**config.mk**
```make
export PLATFORM = sky130hd
export DESIGN_NAME = iso8601_timestamp_parser_unit
export DESIGN_NICKNAME = d
export VERILOG_FILES = /design/src/hw/rtl/itsp_pkg.sv /design/src/hw/rtl/itsp_front.sv /design/src/hw/rtl/itsp_queue.sv /design/src/hw/rtl/itsp_back.sv /design/src/hw/rtl/iso8601_timestamp_parser_unit.sv
export SDC_FILE = /design/constraint.sdc
export NUM_CORES = 2
export LEC_CHECK = 0
export ABC_AREA = 1
export BUFFER_PORTS_ARGS = -buffer_cell sky130_fd_sc_hd__buf_2
export CELL_PAD_IN_SITES_DETAIL_PLACEMENT = 2
export CELL_PAD_IN_SITES_GLOBAL_PLACEMENT = 2
export CORE_UTILIZATION = 46
export DETAILED_ROUTE_END_ITERATION = 12
export GPL_TIMING_DRIVEN = 0
export PLACE_DENSITY = 0.88
export SYNTH_ARGS = -nofsm -noshare
export SYNTH_HDL_FRONTEND = slang
export SYNTH_SLANG_ARGS = --single-unit
```
**constraint.sdc**
```tcl
create_clock -name clk -period 21.9 [get_ports clk]
set_clock_uncertainty 0.1 [all_clocks]
set_input_delay 1.095 -clock clk [delete_from_list [all_inputs] [get_ports clk]]
set_output_delay 1.095 -clock clk [all_outputs]
set_load 0.05 [all_outputs]
```
**src/hw/rtl/itsp_pkg.sv**
```systemverilog
// Package for the ISO 8601 timestamp parser: parse phases, back-end states,
// the queued parse record, and the constant tables. No dependencies.
`default_nettype none
package itsp_pkg;

    typedef enum logic [3:0] {
        PH_YEAR       = 4'd0,
        PH_AFTER_YEAR = 4'd1,
        PH_MON        = 4'd2,
        PH_AFTER_MON  = 4'd3,
        PH_DAY        = 4'd4,
        PH_AFTER_DAY  = 4'd5,
        PH_HOUR       = 4'd6,
        PH_AFTER_HOUR = 4'd7,
        PH_MIN        = 4'd8,
        PH_AFTER_MIN  = 4'd9,
        PH_SEC        = 4'd10,
        PH_AFTER_SEC  = 4'd11,
        PH_FRAC       = 4'd12
    } phase_t;

    typedef enum logic [2:0] {
        BK_IDLE = 3'd0,
        BK_NORM = 3'd1,
        BK_DIV  = 3'd2,
        BK_DAYS = 3'd3,
        BK_SECS = 3'd4,
        BK_FIN  = 3'd5
    } back_state_t;

    // One finished parse, handed from the front end to the converter.
    typedef struct packed {
        logic              ok;
        logic [13:0]       year;
        logic signed [7:0] mon;     // zero-based month, -1 .. 98
        logic [6:0]        day;
        logic [6:0]        hour;
        logic [6:0]        minute;
        logic [6:0]        second;
        logic [29:0]       frac;
    } item_t;

    localparam logic [24:0] DAYS_TO_1970 = 25'd719162;
    localparam logic [7:0]  CH_ZERO  = 8'h30;
    localparam logic [7:0]  CH_NINE  = 8'h39;
    localparam logic [7:0]  CH_Z     = 8'h5A;
    localparam logic [7:0]  CH_T     = 8'h54;
    localparam logic [7:0]  CH_DASH  = 8'h2D;
    localparam logic [7:0]  CH_COLON = 8'h3A;
    localparam logic [7:0]  CH_DOT   = 8'h2E;
    localparam logic [7:0]  CH_SPACE = 8'h20;
    localparam logic [7:0]  CH_TAB   = 8'h09;
    localparam logic [7:0]  CH_CR    = 8'h0D;

    // Place value of the fraction digit at a given position.
    function automatic logic [26:0] frac_weight(input logic [3:0] pos);
        logic [26:0] w;
        begin
            case (pos)
                4'd0:    w = 27'd100000000;
                4'd1:    w = 27'd10000000;
                4'd2:    w = 27'd1000000;
                4'd3:    w = 27'd100000;
                4'd4:    w = 27'd10000;
                4'd5:    w = 27'd1000;
                4'd6:    w = 27'd100;
                4'd7:    w = 27'd10;
                4'd8:    w = 27'd1;
                default: w = 27'd0;
            endcase
            return w;
        end
    endfunction

    // Days before the first of a zero-based month.
    function automatic logic [8:0] month_start(input logic leap, input logic [3:0] mon);
        logic [8:0] d;
        begin
            case (mon)
                4'd0:    d = 9'd0;
                4'd1:    d = 9'd31;
                4'd2:    d = 9'd59;
                4'd3:    d = 9'd90;
                4'd4:    d = 9'd120;
                4'd5:    d = 9'd151;
                4'd6:    d = 9'd181;
                4'd7:    d = 9'd212;
                4'd8:    d = 9'd243;
                4'd9:    d = 9'd273;
                4'd10:   d = 9'd304;
                4'd11:   d = 9'd334;
                default: d = 9'd0;
            endcase
            if (leap && mon >= 4'd2 && mon <= 4'd11)
            begin
                d = d + 9'd1;
            end
            return d;
        end
    endfunction

endpackage
`default_nettype wire

```
**src/hw/rtl/itsp_front.sv**
```systemverilog
// Front end of the timestamp parser: takes one character per cycle while accept
// is high, and tracks the grammar. Depends on itsp_pkg.
`default_nettype none
module itsp_front
    import itsp_pkg::*;
#(
    parameter int FRACTION_DIGITS = 9
)
(
    input  wire logic       clk,
    input  wire logic       rst_n,
    input  wire logic       accept,
    input  wire logic [7:0] char_code,
    input  wire logic       end_of_string,
    input  wire logic       ws_ends,
    output logic            rec_push,
    output item_t           rec_data
);

    phase_t      phase_reg, phase_next;
    logic [3:0]  cnt_reg, cnt_next;
    logic [13:0] year_reg, year_next;
    logic [6:0]  month_reg, month_next;
    logic [6:0]  day_reg, day_next;
    logic [6:0]  hour_reg, hour_next;
    logic [6:0]  minute_reg, minute_next;
    logic [6:0]  second_reg, second_next;
    logic [29:0] frac_reg, frac_next;
    logic        zone_reg, zone_next;
    logic        failed_reg, failed_next;
    logic        finished_reg, finished_next;

    logic        dig;
    logic [3:0]  d;
    logic        blank;
    logic [3:0]  cnt_inc;
    phase_t      phase_inc;
    logic [6:0]  two_digit;
    logic        has_mon;

    always_ff @(posedge clk or negedge rst_n)
    begin
        if (!rst_n)
        begin
            phase_reg    <= PH_YEAR;
            cnt_reg      <= 4'd0;
            year_reg     <= 14'd0;
            month_reg    <= 7'd0;
            day_reg      <= 7'd1;
            hour_reg     <= 7'd0;
            minute_reg   <= 7'd0;
            second_reg   <= 7'd0;
            frac_reg     <= 30'd0;
            zone_reg     <= 1'b0;
            failed_reg   <= 1'b0;
            finished_reg <= 1'b0;
        end
        else
        begin
            phase_reg    <= phase_next;
            cnt_reg      <= cnt_next;
            year_reg     <= year_next;
            month_reg    <= month_next;
            day_reg      <= day_next;
            hour_reg     <= hour_next;
            minute_reg   <= minute_next;
            second_reg   <= second_next;
            frac_reg     <= frac_next;
            zone_reg     <= zone_next;
            failed_reg   <= failed_next;
            finished_reg <= finished_next;
        end
    end

    assign dig       = (char_code >= CH_ZERO) && (char_code <= CH_NINE);
    assign d         = dig ? 4'(char_code - CH_ZERO) : 4'd0;
    assign blank     = ws_ends && ((char_code == CH_SPACE) ||
                       ((char_code >= CH_TAB) && (char_code <= CH_CR)));
    assign cnt_inc   = cnt_reg + 4'd1;
    assign phase_inc = phase_t'(4'(phase_reg) + 4'd1);
    assign has_mon   = 4'(phase_reg) >= 4'(PH_AFTER_MON);

    // Record handed to the converter when the end item arrives.
    always_comb
    begin
        rec_data.ok     = !failed_reg && (finished_reg || zone_reg ||
                          phase_reg == PH_AFTER_YEAR || phase_reg == PH_AFTER_MON ||
                          phase_reg == PH_AFTER_DAY);
        rec_data.year   = year_reg;
        rec_data.mon    = has_mon ? $signed({1'b0, month_reg} - 8'd1) : 8'sd0;
        rec_data.day    = day_reg;
        rec_data.hour   = hour_reg;
        rec_data.minute = minute_reg;
        rec_data.second = second_reg;
        rec_data.frac   = frac_reg;
    end

    always_comb
    begin
        phase_next    = phase_reg;
        cnt_next      = cnt_reg;
        year_next     = year_reg;
        month_next    = month_reg;
        day_next      = day_reg;
        hour_next     = hour_reg;
        minute_next   = minute_reg;
        second_next   = second_reg;
        frac_next     = frac_reg;
        zone_next     = zone_reg;
        failed_next   = failed_reg;
        finished_next = finished_reg;
        rec_push      = 1'b0;
        two_digit     = 7'd0;

        if (accept && end_of_string)
        begin
            rec_push      = 1'b1;
            phase_next    = PH_YEAR;
            cnt_next      = 4'd0;
            year_next     = 14'd0;
            month_next    = 7'd0;
            day_next      = 7'd1;
            hour_next     = 7'd0;
            minute_next   = 7'd0;
            second_next   = 7'd0;
            frac_next     = 30'd0;
            zone_next     = 1'b0;
            failed_next   = 1'b0;
            finished_next = 1'b0;
        end
        else if (accept && !failed_reg && !finished_reg)
        begin
            if (zone_reg)
            begin
                if (blank)
                begin
                    finished_next = 1'b1;
                end
                else
                begin
                    failed_next = 1'b1;
                end
            end
            else
            begin
                case (phase_reg)
                    PH_YEAR:
                    begin
                        if (!dig)
                        begin
                            failed_next = 1'b1;
                        end
                        else
                        begin
                            year_next = 14'(year_reg * 14'd10) + {10'd0, d};
                            cnt_next  = cnt_inc;
                            if (cnt_inc == 4'd4)
                            begin
                                cnt_next   = 4'd0;
                                phase_next = phase_inc;
                                if (year_next < 14'd1970)
                                begin
                                    failed_next = 1'b1;
                                end
                            end
                        end
                    end
                    PH_MON, PH_DAY, PH_HOUR, PH_MIN, PH_SEC:
                    begin
                        if (!dig)
                        begin
                            failed_next = 1'b1;
                        end
                        else
                        begin
                            case (phase_reg)
                                PH_MON:  two_digit = month_reg;
                                PH_DAY:  two_digit = (cnt_reg == 4'd0) ? 7'd0 : day_reg;
                                PH_HOUR: two_digit = hour_reg;
                                PH_MIN:  two_digit = minute_reg;
                                default: two_digit = second_reg;
                            endcase
                            two_digit = 7'(two_digit * 7'd10) + {3'd0, d};
                            case (phase_reg)
                                PH_MON:  month_next  = two_digit;
                                PH_DAY:  day_next    = two_digit;
                                PH_HOUR: hour_next   = two_digit;
                                PH_MIN:  minute_next = two_digit;
                                default: second_next = two_digit;
                            endcase
                            cnt_next = cnt_inc;
                            if (cnt_inc == 4'd2)
                            begin
                                cnt_next   = 4'd0;
                                phase_next = phase_inc;
                            end
                        end
                    end
                    PH_AFTER_YEAR, PH_AFTER_MON:
                    begin
                        if (blank)
                        begin
                            finished_next = 1'b1;
                        end
                        else if (char_code == CH_DASH)
                        begin
                            phase_next = phase_inc;
                        end
                        else
                        begin
                            failed_next = 1'b1;
                        end
                    end
                    PH_AFTER_DAY:
                    begin
                        if (blank)
                        begin
                            finished_next = 1'b1;
                        end
                        else if (char_code == CH_T)
                        begin
                            phase_next = phase_inc;
                        end
                        else
                        begin
                            failed_next = 1'b1;
                        end
                    end
                    PH_AFTER_HOUR, PH_AFTER_MIN:
                    begin
                        if (char_code == CH_Z)
                        begin
                            zone_next = 1'b1;
                        end
                        else if (char_code == CH_COLON)
                        begin
                            phase_next = phase_inc;
                        end
                        else
                        begin
                            failed_next = 1'b1;
                        end
                    end
                    PH_AFTER_SEC:
                    begin
                        if (char_code == CH_Z)
                        begin
                            zone_next = 1'b1;
                        end
                        else if (char_code == CH_DOT)
                        begin
                            phase_next = PH_FRAC;
                            cnt_next   = 4'd0;
                        end
                        else
                        begin
                            failed_next = 1'b1;
                        end
                    end
                    PH_FRAC:
                    begin
                        if (dig && (cnt_reg < 4'(FRACTION_DIGITS)) && (cnt_reg < 4'd9))
                        begin
                            frac_next = frac_reg + 30'(d) * {3'd0, frac_weight(cnt_reg)};
                            cnt_next  = cnt_inc;
                        end
                        else if ((char_code == CH_Z) && (cnt_reg >= 4'd1))
                        begin
                            zone_next = 1'b1;
                        end
                        else
                        begin
                            failed_next = 1'b1;
                        end
                    end
                    default:
                    begin
                        failed_next = 1'b1;
                    end
                endcase
            end
        end
    end

endmodule
`default_nettype wire

```
**src/hw/rtl/itsp_queue.sv**
```systemverilog
// Two-entry queue of parse records between the front end and the
// converter. Depends on itsp_pkg.
`default_nettype none
module itsp_queue
    import itsp_pkg::*;
(
    input  wire logic  clk,
    input  wire logic  rst_n,
    input  wire logic  wr_en,
    input  item_t      wr_data,
    output logic       full,
    input  wire logic  rd_en,
    output logic       not_empty,
    output item_t      rd_data
);

    item_t      entries_reg [2];
    logic       wr_ptr_reg, wr_ptr_next;
    logic       rd_ptr_reg, rd_ptr_next;
    logic [1:0] count_reg, count_next;

    assign full      = count_reg == 2'd2;
    assign not_empty = count_reg != 2'd0;
    assign rd_data   = entries_reg[rd_ptr_reg];

    always_ff @(posedge clk)
    begin
        if (wr_en)
        begin
            entries_reg[wr_ptr_reg] <= wr_data;
        end
    end

    always_comb
    begin
        wr_ptr_next = wr_ptr_reg ^ wr_en;
        rd_ptr_next = rd_ptr_reg ^ rd_en;
        count_next  = count_reg + {1'b0, wr_en} - {1'b0, rd_en};
    end

    always_ff @(posedge clk or negedge rst_n)
    begin
        if (!rst_n)
        begin
            wr_ptr_reg <= 1'b0;
            rd_ptr_reg <= 1'b0;
            count_reg  <= 2'd0;
        end
        else
        begin
            wr_ptr_reg <= wr_ptr_next;
            rd_ptr_reg <= rd_ptr_next;
            count_reg  <= count_next;
        end
    end

endmodule
`default_nettype wire

```
**src/hw/rtl/itsp_back.sv**
```systemverilog
// Converter: turns a parse record into epoch seconds through a chain of states
// and holds the result in an output register. Depends on itsp_pkg.
`default_nettype none
module itsp_back
    import itsp_pkg::*;
(
    input  wire logic     clk,
    input  wire logic     rst_n,
    input  wire logic     rec_avail,
    input  item_t         rec_data,
    output logic          rec_take,
    output logic          out_valid,
    input  wire logic     out_pop,
    output logic          time_valid,
    output logic [38:0]   epoch_seconds,
    output logic [29:0]   nanoseconds
);

    back_state_t state_reg, state_next;
    item_t       item_reg;
    logic [13:0] y_reg;
    logic [3:0]  midx_reg;
    logic [13:0] p_reg;
    logic [11:0] q4_reg;
    logic [7:0]  q25_reg;
    logic        leap_reg;
    logic [24:0] days_reg;
    logic [38:0] secs_reg;
    logic        out_valid_reg, out_valid_next;
    logic        time_valid_reg;
    logic [38:0] epoch_reg;
    logic [29:0] ns_reg;

    logic [12:0] mprod;
    logic [3:0]  mq;
    logic [13:0] y_norm;
    logic [3:0]  midx_norm;
    logic [13:0] p_w;
    logic [23:0] prod_p;
    logic [23:0] prod_y;
    logic [7:0]  cent;
    logic        leap_w;
    logic [24:0] days_w;
    logic signed [42:0] sprod;
    logic [38:0] secs_w;
    logic        ok_w;

    assign rec_take      = (state_reg == BK_IDLE) && rec_avail && !out_valid_reg;
    assign out_valid     = out_valid_reg;
    assign time_valid    = time_valid_reg;
    assign epoch_seconds = epoch_reg;
    assign nanoseconds   = ns_reg;

    // Month overflow carries into the year; month minus one borrows a year.
    always_comb
    begin
        mprod     = {6'd0, item_reg.mon[6:0]} * 13'd43;
        mq        = mprod[12:9];
        y_norm    = item_reg.year;
        midx_norm = item_reg.mon[3:0];
        if (item_reg.mon > 8'sd11)
        begin
            y_norm    = item_reg.year + {10'd0, mq};
            midx_norm = 4'(item_reg.mon[6:0] - 7'(mq * 7'd12));
        end
        else if (item_reg.mon < 8'sd0)
        begin
            y_norm    = item_reg.year - 14'd1;
            midx_norm = 4'd11;
        end
    end

    // Divisions by 100 and 400 go through a reciprocal of 25 on value / 4.
    always_comb
    begin
        p_w    = y_reg - 14'd1;
        prod_p = p_w[13:2] * 12'd2622;
        prod_y = y_reg[13:2] * 12'd2622;
        cent   = prod_y[23:16];
        leap_w = (y_reg[1:0] == 2'd0) &&
                 ((y_reg != 14'(cent * 14'd100)) || (cent[1:0] == 2'd0));
    end

    always_comb
    begin
        days_w = 25'(p_reg) * 25'd365 + {19'd0, q25_reg[7:2]} - {17'd0, q25_reg}
               + {13'd0, q4_reg} - DAYS_TO_1970
               + {16'd0, month_start(leap_reg, midx_reg)}
               + {18'd0, item_reg.day} - 25'd1;
        sprod  = $signed(days_reg) * $signed(18'sd86400);
        secs_w = sprod[38:0] + 39'(19'(item_reg.hour) * 19'd3600)
               + 39'(13'(item_reg.minute) * 13'd60) + {32'd0, item_reg.second};
        ok_w   = item_reg.ok && (secs_reg != '1);
    end

    always_ff @(posedge clk)
    begin
        if (rec_take)
        begin
            item_reg <= rec_data;
        end
        if (state_reg == BK_NORM)
        begin
            y_reg    <= y_norm;
            midx_reg <= midx_norm;
        end
        if (state_reg == BK_DIV)
        begin
            p_reg    <= p_w;
            q4_reg   <= p_w[13:2];
            q25_reg  <= prod_p[23:16];
            leap_reg <= leap_w;
        end
        if (state_reg == BK_DAYS)
        begin
            days_reg <= days_w;
        end
        if (state_reg == BK_SECS)
        begin
            secs_reg <= secs_w;
        end
        if (state_reg == BK_FIN)
        begin
            time_valid_reg <= ok_w;
            epoch_reg      <= ok_w ? secs_reg : 39'd0;
            ns_reg         <= ok_w ? item_reg.frac : 30'd0;
        end
    end

    always_comb
    begin
        state_next     = state_reg;
        out_valid_next = out_valid_reg;
        if (out_valid_reg && out_pop)
        begin
            out_valid_next = 1'b0;
        end
        case (state_reg)
            BK_IDLE:
            begin
                if (rec_take)
                begin
                    state_next = BK_NORM;
                end
            end
            BK_NORM: state_next = BK_DIV;
            BK_DIV:  state_next = BK_DAYS;
            BK_DAYS: state_next = BK_SECS;
            BK_SECS: state_next = BK_FIN;
            BK_FIN:
            begin
                state_next     = BK_IDLE;
                out_valid_next = 1'b1;
            end
            default: state_next = BK_IDLE;
        endcase
    end

    always_ff @(posedge clk or negedge rst_n)
    begin
        if (!rst_n)
        begin
            state_reg     <= BK_IDLE;
            out_valid_reg <= 1'b0;
        end
        else
        begin
            state_reg     <= state_next;
            out_valid_reg <= out_valid_next;
        end
    end

`ifndef ASSERT_OFF
    a_take_starts: assert property (@(posedge clk) disable iff (!rst_n)
        rec_take |=> (state_reg == BK_NORM))
        else $error("taken record did not start conversion");
    a_fin_output_free: assert property (@(posedge clk) disable iff (!rst_n)
        (state_reg == BK_FIN) |-> !out_valid_reg)
        else $error("conversion finished over an unread result");
    a_invalid_zero: assert property (@(posedge clk) disable iff (!rst_n)
        (out_valid_reg && !time_valid_reg) |-> (epoch_reg == 39'd0 && ns_reg == 30'd0))
        else $error("invalid result carries nonzero fields");
    a_fin_sets_valid: assert property (@(posedge clk) disable iff (!rst_n)
        (state_reg == BK_FIN) |=> out_valid_reg)
        else $error("finished conversion did not present a result");
`endif

endmodule
`default_nettype wire

```
**src/hw/rtl/iso8601_timestamp_parser_unit.sv**
```systemverilog
// Top level of the ISO 8601 UTC timestamp parser.
// Depends on itsp_pkg, itsp_front, itsp_queue and itsp_back.
//
// Usage: characters of a timestamp enter through a queue-style port; an
// item is transferred when push is high and full is low. An item with
// end_of_string set closes the string and yields exactly one result; all
// other items yield none. Results leave through a queue-style port: while
// empty is low the result ports hold the oldest result, which is
// transferred when pop is high.
// The front end takes one character every cycle while full is low. A
// closing item is written to a two-entry record queue; the converter then
// steps a record through take, month normalize, calendar divide, day sum,
// seconds multiply and finish. The converter takes its next record only
// after the previous result is popped, so it does not start a new record
// before the last one is through and its result is read; full rises only
// while the record queue is full.
// When the receiver stalls, the result waits in the output register, the
// converter holds its next record, and the queue fills before full rises.
// The whitespace_ends register is written through cfg_valid/cfg_ready
// (always ready); the user must write it only while the block is idle, as the
// block itself does not enforce this. Reset clears the register, the parse state, the queue and the output.
`default_nettype none
module iso8601_timestamp_parser_unit
    import itsp_pkg::*;
#(
    parameter int FRACTION_DIGITS = 9
)
(
    input  wire logic        clk,
    input  wire logic        rst_n,
    input  wire logic        push,
    output logic             full,
    input  wire logic [7:0]  char_code,
    input  wire logic        end_of_string,
    output logic             empty,
    input  wire logic        pop,
    output logic             time_valid,
    output logic signed [38:0] epoch_seconds,
    output logic [29:0]      nanoseconds,
    input  wire logic        cfg_valid,
    output logic             cfg_ready,
    input  wire logic        cfg_data
);

    logic  ws_ends_reg;
    logic  accept;
    logic  rec_push;
    item_t rec_in;
    item_t rec_out;
    logic  q_full;
    logic  q_avail;
    logic  rec_take;
    logic  out_valid;
    logic [38:0] epoch_raw;

    assign cfg_ready = 1'b1;
    assign accept    = push && !q_full;
    assign full      = q_full;
    assign empty     = !out_valid;
    assign epoch_seconds = $signed(epoch_raw);

    always_ff @(posedge clk or negedge rst_n)
    begin
        if (!rst_n)
        begin
            ws_ends_reg <= 1'b0;
        end
        else if (cfg_valid && cfg_ready)
        begin
            ws_ends_reg <= cfg_data;
        end
    end

    itsp_front #(.FRACTION_DIGITS(FRACTION_DIGITS)) u_front (
        .clk           (clk),
        .rst_n         (rst_n),
        .accept        (accept),
        .char_code     (char_code),
        .end_of_string (end_of_string),
        .ws_ends       (ws_ends_reg),
        .rec_push      (rec_push),
        .rec_data      (rec_in)
    );

    itsp_queue u_queue (
        .clk       (clk),
        .rst_n     (rst_n),
        .wr_en     (rec_push),
        .wr_data   (rec_in),
        .full      (q_full),
        .rd_en     (rec_take),
        .not_empty (q_avail),
        .rd_data   (rec_out)
    );

    itsp_back u_back (
        .clk           (clk),
        .rst_n         (rst_n),
        .rec_avail     (q_avail),
        .rec_data      (rec_out),
        .rec_take      (rec_take),
        .out_valid     (out_valid),
        .out_pop       (pop),
        .time_valid    (time_valid),
        .epoch_seconds (epoch_raw),
        .nanoseconds   (nanoseconds)
    );

endmodule
`default_nettype wire

```
# Yosys cells after proc, flatten, opt, wreduce, memory -nomap -nowiden

Memories as Yosys holds them, arrays and structs flattened. A register that Yosys moved wholly into a read port is not among the register bits.
Index checks and enable logic that the tools add are counted.

Bits in registers: 286
Bits in writable memories: 162
Memory bits (read-only): 544
Input port bits: 15
Output and inout port bits: 73
Logic and storage cells: 328
Memories kept: 3

$add $sub $neg: 24
Multiply operators: 12
Order comparisons: 12
Equal/unequal tests: 56
Multiplexer cells: 125
Bitwise operators: 2
Reduce and logical (&&, ||, !) cells: 65

Memories:

| memory              | words | width | read ports | clocked after Yosys merged registers in | write ports | RTL line         | source |
|---|---|---|---|---|---|---|---|
| (no name shown)     | 16    | 25    | 1          | 0                                       | 0           | itsp_pkg.sv:59   | `case (pos)` |
| u_queue.entries_reg | 2     | 81    | 1          | 1                                       | 1           | itsp_queue.sv:17 | `item_t entries_reg [2];` |
| (no name shown)     | 16    | 9     | 1          | 1                                       | 0           | itsp_pkg.sv:79   | `case (mon)` |

Operators by type and width:

| kind                   | number |
|---|---|
| $mux 7                 | 36 |
| $mux 30                | 5 |
| $mux 27                | 5 |
| $mux 4                 | 29 |
| $mux 14                | 7 |
| $mul 12x11->23 const B | 2 |
| $add 39x13->39         | 1 |
| $add 39x19->39         | 1 |
| $add 39x7->39          | 1 |
| $ne 39x39->1 const B   | 1 |
| $mux 1                 | 34 |
| $eq 8x6->1 const B     | 4 |
| $mul 25x11->32 const B | 1 |
| $add 30x30->30         | 1 |
| $mul 4x27->30          | 1 |
| $reduce_and 15->1      | 2 |
| $add 14x4->14          | 2 |
| $ne 4x2->1 const B     | 7 |
| $pmux 7 s4             | 1 |
| $sub 14x1->14 const B  | 2 |
| $add 25x12->25         | 1 |
| $add 25x7->25          | 1 |
| $add 25x9->25          | 1 |
| $reduce_and 5->1       | 5 |
| 74 further kinds       | 145 |

# Depth between registers and ports, before layout

Depth in word-level cells: 16
Gate-level depth with buffers: 42
Gate-level depth less buffers: 42

# Cells and area by module

Synthesis repeated with hierarchy kept, for this count alone.

Cell total of the unflattened synthesis: 5037
Area total of the unflattened synthesis: 46350.7 um^2

By module, submodules not included:

| module                        | instances | cells each | area an instance (um^2) | sequential area each (um^2) |
|---|---|---|---|---|
| itsp_back                     | 1         | 3224       | 30091.4                 | 7967.6 |
| itsp_front                    | 1         | 1356       | 9893.2                  | 2253.4 |
| itsp_queue                    | 1         | 447        | 6303.5                  | 4964.8 |
| iso8601_timestamp_parser_unit | 1         | 10         | 62.6                    | 25.0 |

# Worst setup path before layout

OpenSTA, ideal clock, no wires.

Kind: reg2reg
Start point: register u_back.out_valid_reg, in the netlist u_back.out_valid
End point: register u_queue.count_reg[1]
Library setup time: 0.079 ns
Arrival time: 7.900 ns
Required time: 21.721 ns
Setup slack: 13.821 ns
Cell stages (with the launch flop): 9
Path buffers: 0
Period minus slack after synthesis: 8.079 ns
Cell sequence: dfrtp_1 inv_1 o21ai_0 nor3_1 ha_1 inv_1 ha_1 xnor2_1 xor2_1

Longest elaborated chain between the ends: 3

Ends and longest elaborated chain:

| item                      | RTL line                            | source |
|---|---|---|
| start: declaration        | itsp_back.sv:29                     | `logic out_valid_reg, out_valid_next;` |
| start signal: assignment  | itsp_back.sv:169                    | `out_valid_reg <= out_valid_next;` |
| $logic_not 1->1           | --                                  |  |
| net empty                 | iso8601_timestamp_parser_unit.sv:35 | `output logic empty,` |
| $logic_and 1x1->1         | itsp_back.sv:48                     | `assign rec_take = (state_reg == BK_IDLE) && rec_avail && !out_valid_reg;` |
| net rec_take              | iso8601_timestamp_parser_unit.sv:52 | `logic rec_take;` |
| $sub 2x1->2               | itsp_queue.sv:38                    | `count_next = count_reg + {1'b0, wr_en} - {1'b0, rd_en};` |
| net u_queue.count_next[1] | itsp_queue.sv:20                    | `logic [1:0] count_reg, count_next;` |
| end signal: assignment    | itsp_queue.sv:53                    | `count_reg <= count_next;` |
| end: declaration          | itsp_queue.sv:20                    |  |

The timed path passes the listed nets, and every way through them passes these cells.
A chain may end at the register's enable or synchronous reset.

# Worst setup path in the final report

Start point: register u_back.y_reg[9]
End point: register u_back.leap_reg (data pin)

Longest elaborated chain between the ends: 5
Elaborated cells on any way between the ends: 6
Classes of those cells: 2 x mul; 1 x eq/ne; 3 x reduce/logical

Ends and longest elaborated chain:

| item                     | RTL line         | source |
|---|---|---|
| start: declaration       | itsp_back.sv:21  | `logic [13:0] y_reg;` |
| start signal: assignment | itsp_back.sv:104 | `y_reg <= y_norm;` |
| $mul 12x11->23           | itsp_back.sv:78  | `prod_y = y_reg[13:2] * 12'd2622;` |
| $mul 8x5->12             | itsp_back.sv:81  | `((y_reg != 14'(cent * 14'd100)) \|\| (cent[1:0] == 2'd0));` |
| $ne 14x14->1             | itsp_back.sv:81  |  |
| $logic_or 1x1->1 (*)     | itsp_back.sv:81  |  |
| $logic_and 1x1->1 (*)    | itsp_back.sv:80  | `leap_w = (y_reg[1:0] == 2'd0) &&` |
| net u_back.leap_w        | itsp_back.sv:42  | `logic leap_w;` |
| end signal: assignment   | itsp_back.sv:112 | `leap_reg <= leap_w;` |
| end: declaration         | itsp_back.sv:26  | `logic leap_reg;` |

The timed path passes the listed nets; every way through them passes the cells marked *.

==> impl_metrics.py <==
metrics = {
    "run_status": {
        "outcome": "finished with violations",
        "failed_checks": "DRC",
    },
    "timing": {
        "finalMaxSlewViolations": 0,
        "setup_viol_count_final": 0,
        "rsz0062_at_grt": "no",
        "worst_hold_slack_ps": 157.9,
        "hold_viol": 0,
        "finalCritPeriodShare_pct": 46.82,
        "worst_pin_slew_ps": 1406,
        "slew_headroom_pct": 6.235,
        "timing.fmax_mhz": 97.53,
        "fin_crit_ps": 10250,
        "fin_tns_setup_ps": 0,
    },
    "clock_tree": {
        "cts.htree.levels": 2,
        "numCtsBuffers": 61,
        "cts_sinks": 526,
        "root_buffer": "clkbuf_16",
        "clk_path_buf_depth": 3,
        "ctsHoldBuffers": 0,
        "cts_tree": "yes",
        "cts_setup_buffers": 0,
        "clock_latency_ps": 770,
        "clk_pin_slew_ps": 70,
        "cts.repair.resized": 0,
    },
    "yosys": {
        "yosys.area.top_type_share_pct": 27.80,
        "yosys-top-cells-count": "983 x inv_1, 649 x ha_1, 620 x nand2_1, 418 x edfxtp_1, 329 x fa_1",
        "async_flop_share_pct": 18.82,
        "synthFlopType": "edfxtp_1",
        "ys_seq_area_share_pct": 33.69,
        "ys_warn_count": 0,
        "synth_seq_cells": 526,
        "synth_cells": 4638,
        "ys_top_cells_by_area": "edfxtp_1 28%, ha_1 18%, fa_1 15%",
        "avgSynthCellArea_um2": 9.735,
        "synth.distinct_cells": 70,
        "synth_most_common_cell": "inv_1",
        "synth_area_um2": 45150,
        "synth_top_area_cell": "edfxtp_1",
        "synth.net_count": 5631,
        "synth_edf_count": 418,
    },
    "cells_and_area": {
        "fin_util_pct": 51.14,
        "syn2layout_area_growth_pct": 9.860,
        "final_cell_area_um2": 49600,
        "nets": 5802,
        "layout-drive-gt1-share_pct": 7.836,
        "largest_reg_flops": 162,
        "nFillCells": 10120,
    },
    "floorplan": {
        "io-pin-count": 88,
        "rows": 114,
        "fp.dieH_um": 315.3,
        "core_area_um2": 96990,
        "die_x_um": 315.3,
        "start_util_pct": 46.55,
        "die-area_um2": 99410,
    },
    "critical_path": {
        "crit_top_cell": "nand2_1",
        "crit_fanout": 8,
        "rrSetupSlack_ps": 11650,
        "crit_path_end_kind": "register",
        "arrival_ps": 10570,
        "criticalPathCategory": "reg -> reg",
        "critical_path.max_stage_delay_ps": 840,
        "cp.required_ps": 22210,
        "crit_start": "u_back.y_reg[9]",
        "critPathSlowestCell": "edfxtp_1",
        "r2r-start": "u_back.y_reg[9]",
        "r2r_cells": 41,
        "r2r_end": "u_back.leap_reg",
        "endpoint": "u_back.leap_reg",
        "startpoint_type": "register",
    },
    "drt": {
        "viasPerCell": 6.187,
        "postRouteAntennaNets": 0,
        "dr.pass1.iters": 9,
        "wl_um": 204100,
        "route.vias.total": 37990,
        "drc": 10,
        "wl_per_cell_um": 33.25,
        "drt-initial-drc-count": 3033,
    },
    "grt": {
        "grt_remaining_overflow": 0,
        "top_usage_layer": "met2",
        "grt_max_degree": 64,
        "grt_usage_pct": 41.26,
        "grt_pass1_wl_um": 301600,
        "grt_use_met3_pct": 7.624,
        "grt_pass1_vias": 44910,
        "antenna_found_initial": 3,
        "met1_usage_pct": 43.04,
        "grtUsageMet2_pct": 73.04,
    },
    "placement": {
        "placed_area_um2": 47550,
        "dp_hpwl_um": 133600,
        "gp_congestion": 0.8466,
        "portBuffers": 86,
    },
    "flow_run": {
        "maxCapViolations": 0,
    },
    "min_path": {
        "hp-class": "in -> async",
    },
}
## cells in the final DEF (no fill, tap or decap), drive strengths merged, types with 109 or more instances in the layout
cell / n
fa: 329
clkbuf: 109
nor2: 340
nand3: 141
nand2: 641
a21oi: 222
ha: 649
o21ai: 186
inv: 995
edfxtp: 418
buf: 117
xor2: 154
## through the flow
step / std cells / worst slack [ps]
after floorplan: 4638 / 13820
after global placement: 6000 / 10330
after detailed placement: 6022 / 12510
after CTS: 6138 / 11880
after global routing: 6138 / 11480
final: 6139 / 11650
## worst max-delay path, delay by kind of cell, from the launching register on
kind,cells,cell delay [ps]
xor+xnor,2,740
simple gates,19,2740
fa+ha+maj,10,3980
flops,1,840
buf+inv,8,890
compound gates,2,580
## final cells by class
| cell class | instances | area, um^2 | share of cell area (%) |
|---|---|---|---|
| antenna | 1 | 2.502 | 0.005045 |
| buffer | 40 | 161.4 | 0.3254 |
| clock buffer | 78 | 1650 | 3.327 |
| clock inverter | 38 | 394.1 | 0.7946 |
| inverter | 994 | 3731 | 7.522 |
| multi-input combinational | 3078 | 26110 | 52.63 |
| sequential | 526 | 15210 | 30.67 |
| tap | 1276 | 1597 | 3.219 |
| timing repair buffer | 108 | 749.5 | 1.511 |
## worst min-delay path by stage
stage | cells after the start | start | end
after global routing | 1 | rst_n | u_front.frac_reg[9]
after detailed placement | 0 | u_back.item_reg[31] | u_back.secs_reg[1]
after floorplan | 0 | u_back.item_reg[30] | u_back.secs_reg[0]
after CTS | 1 | rst_n | u_front.frac_reg[7]
final | 1 | rst_n | u_front.frac_reg[7]
after global placement | 0 | u_back.item_reg[31] | u_back.secs_reg[1]
## per-layer routing
layer	wire length, um	up-vias
met4	17770	6
met5	42	-
li1	-	15460
met2	103800	2009
met3	11190	1056
met1	71330	19450
## logic make-up after synthesis
kind of cell	after synthesis	share of synthesized area (%)
and+or+nand+nor	1263	12.00
buffers and inverters	1034	8.621
adders and majority gates	978	32.57
AOI/OAI and AO/OA	531	6.610
DFF	526	33.69
xor gates and xnor gates	222	4.431
muxes	83	2.065
other	1	0.008306
Power is left out: the tool's default activity adds up to more than one toggle a clock period on the data nets, which glitch-free logic cannot reach.
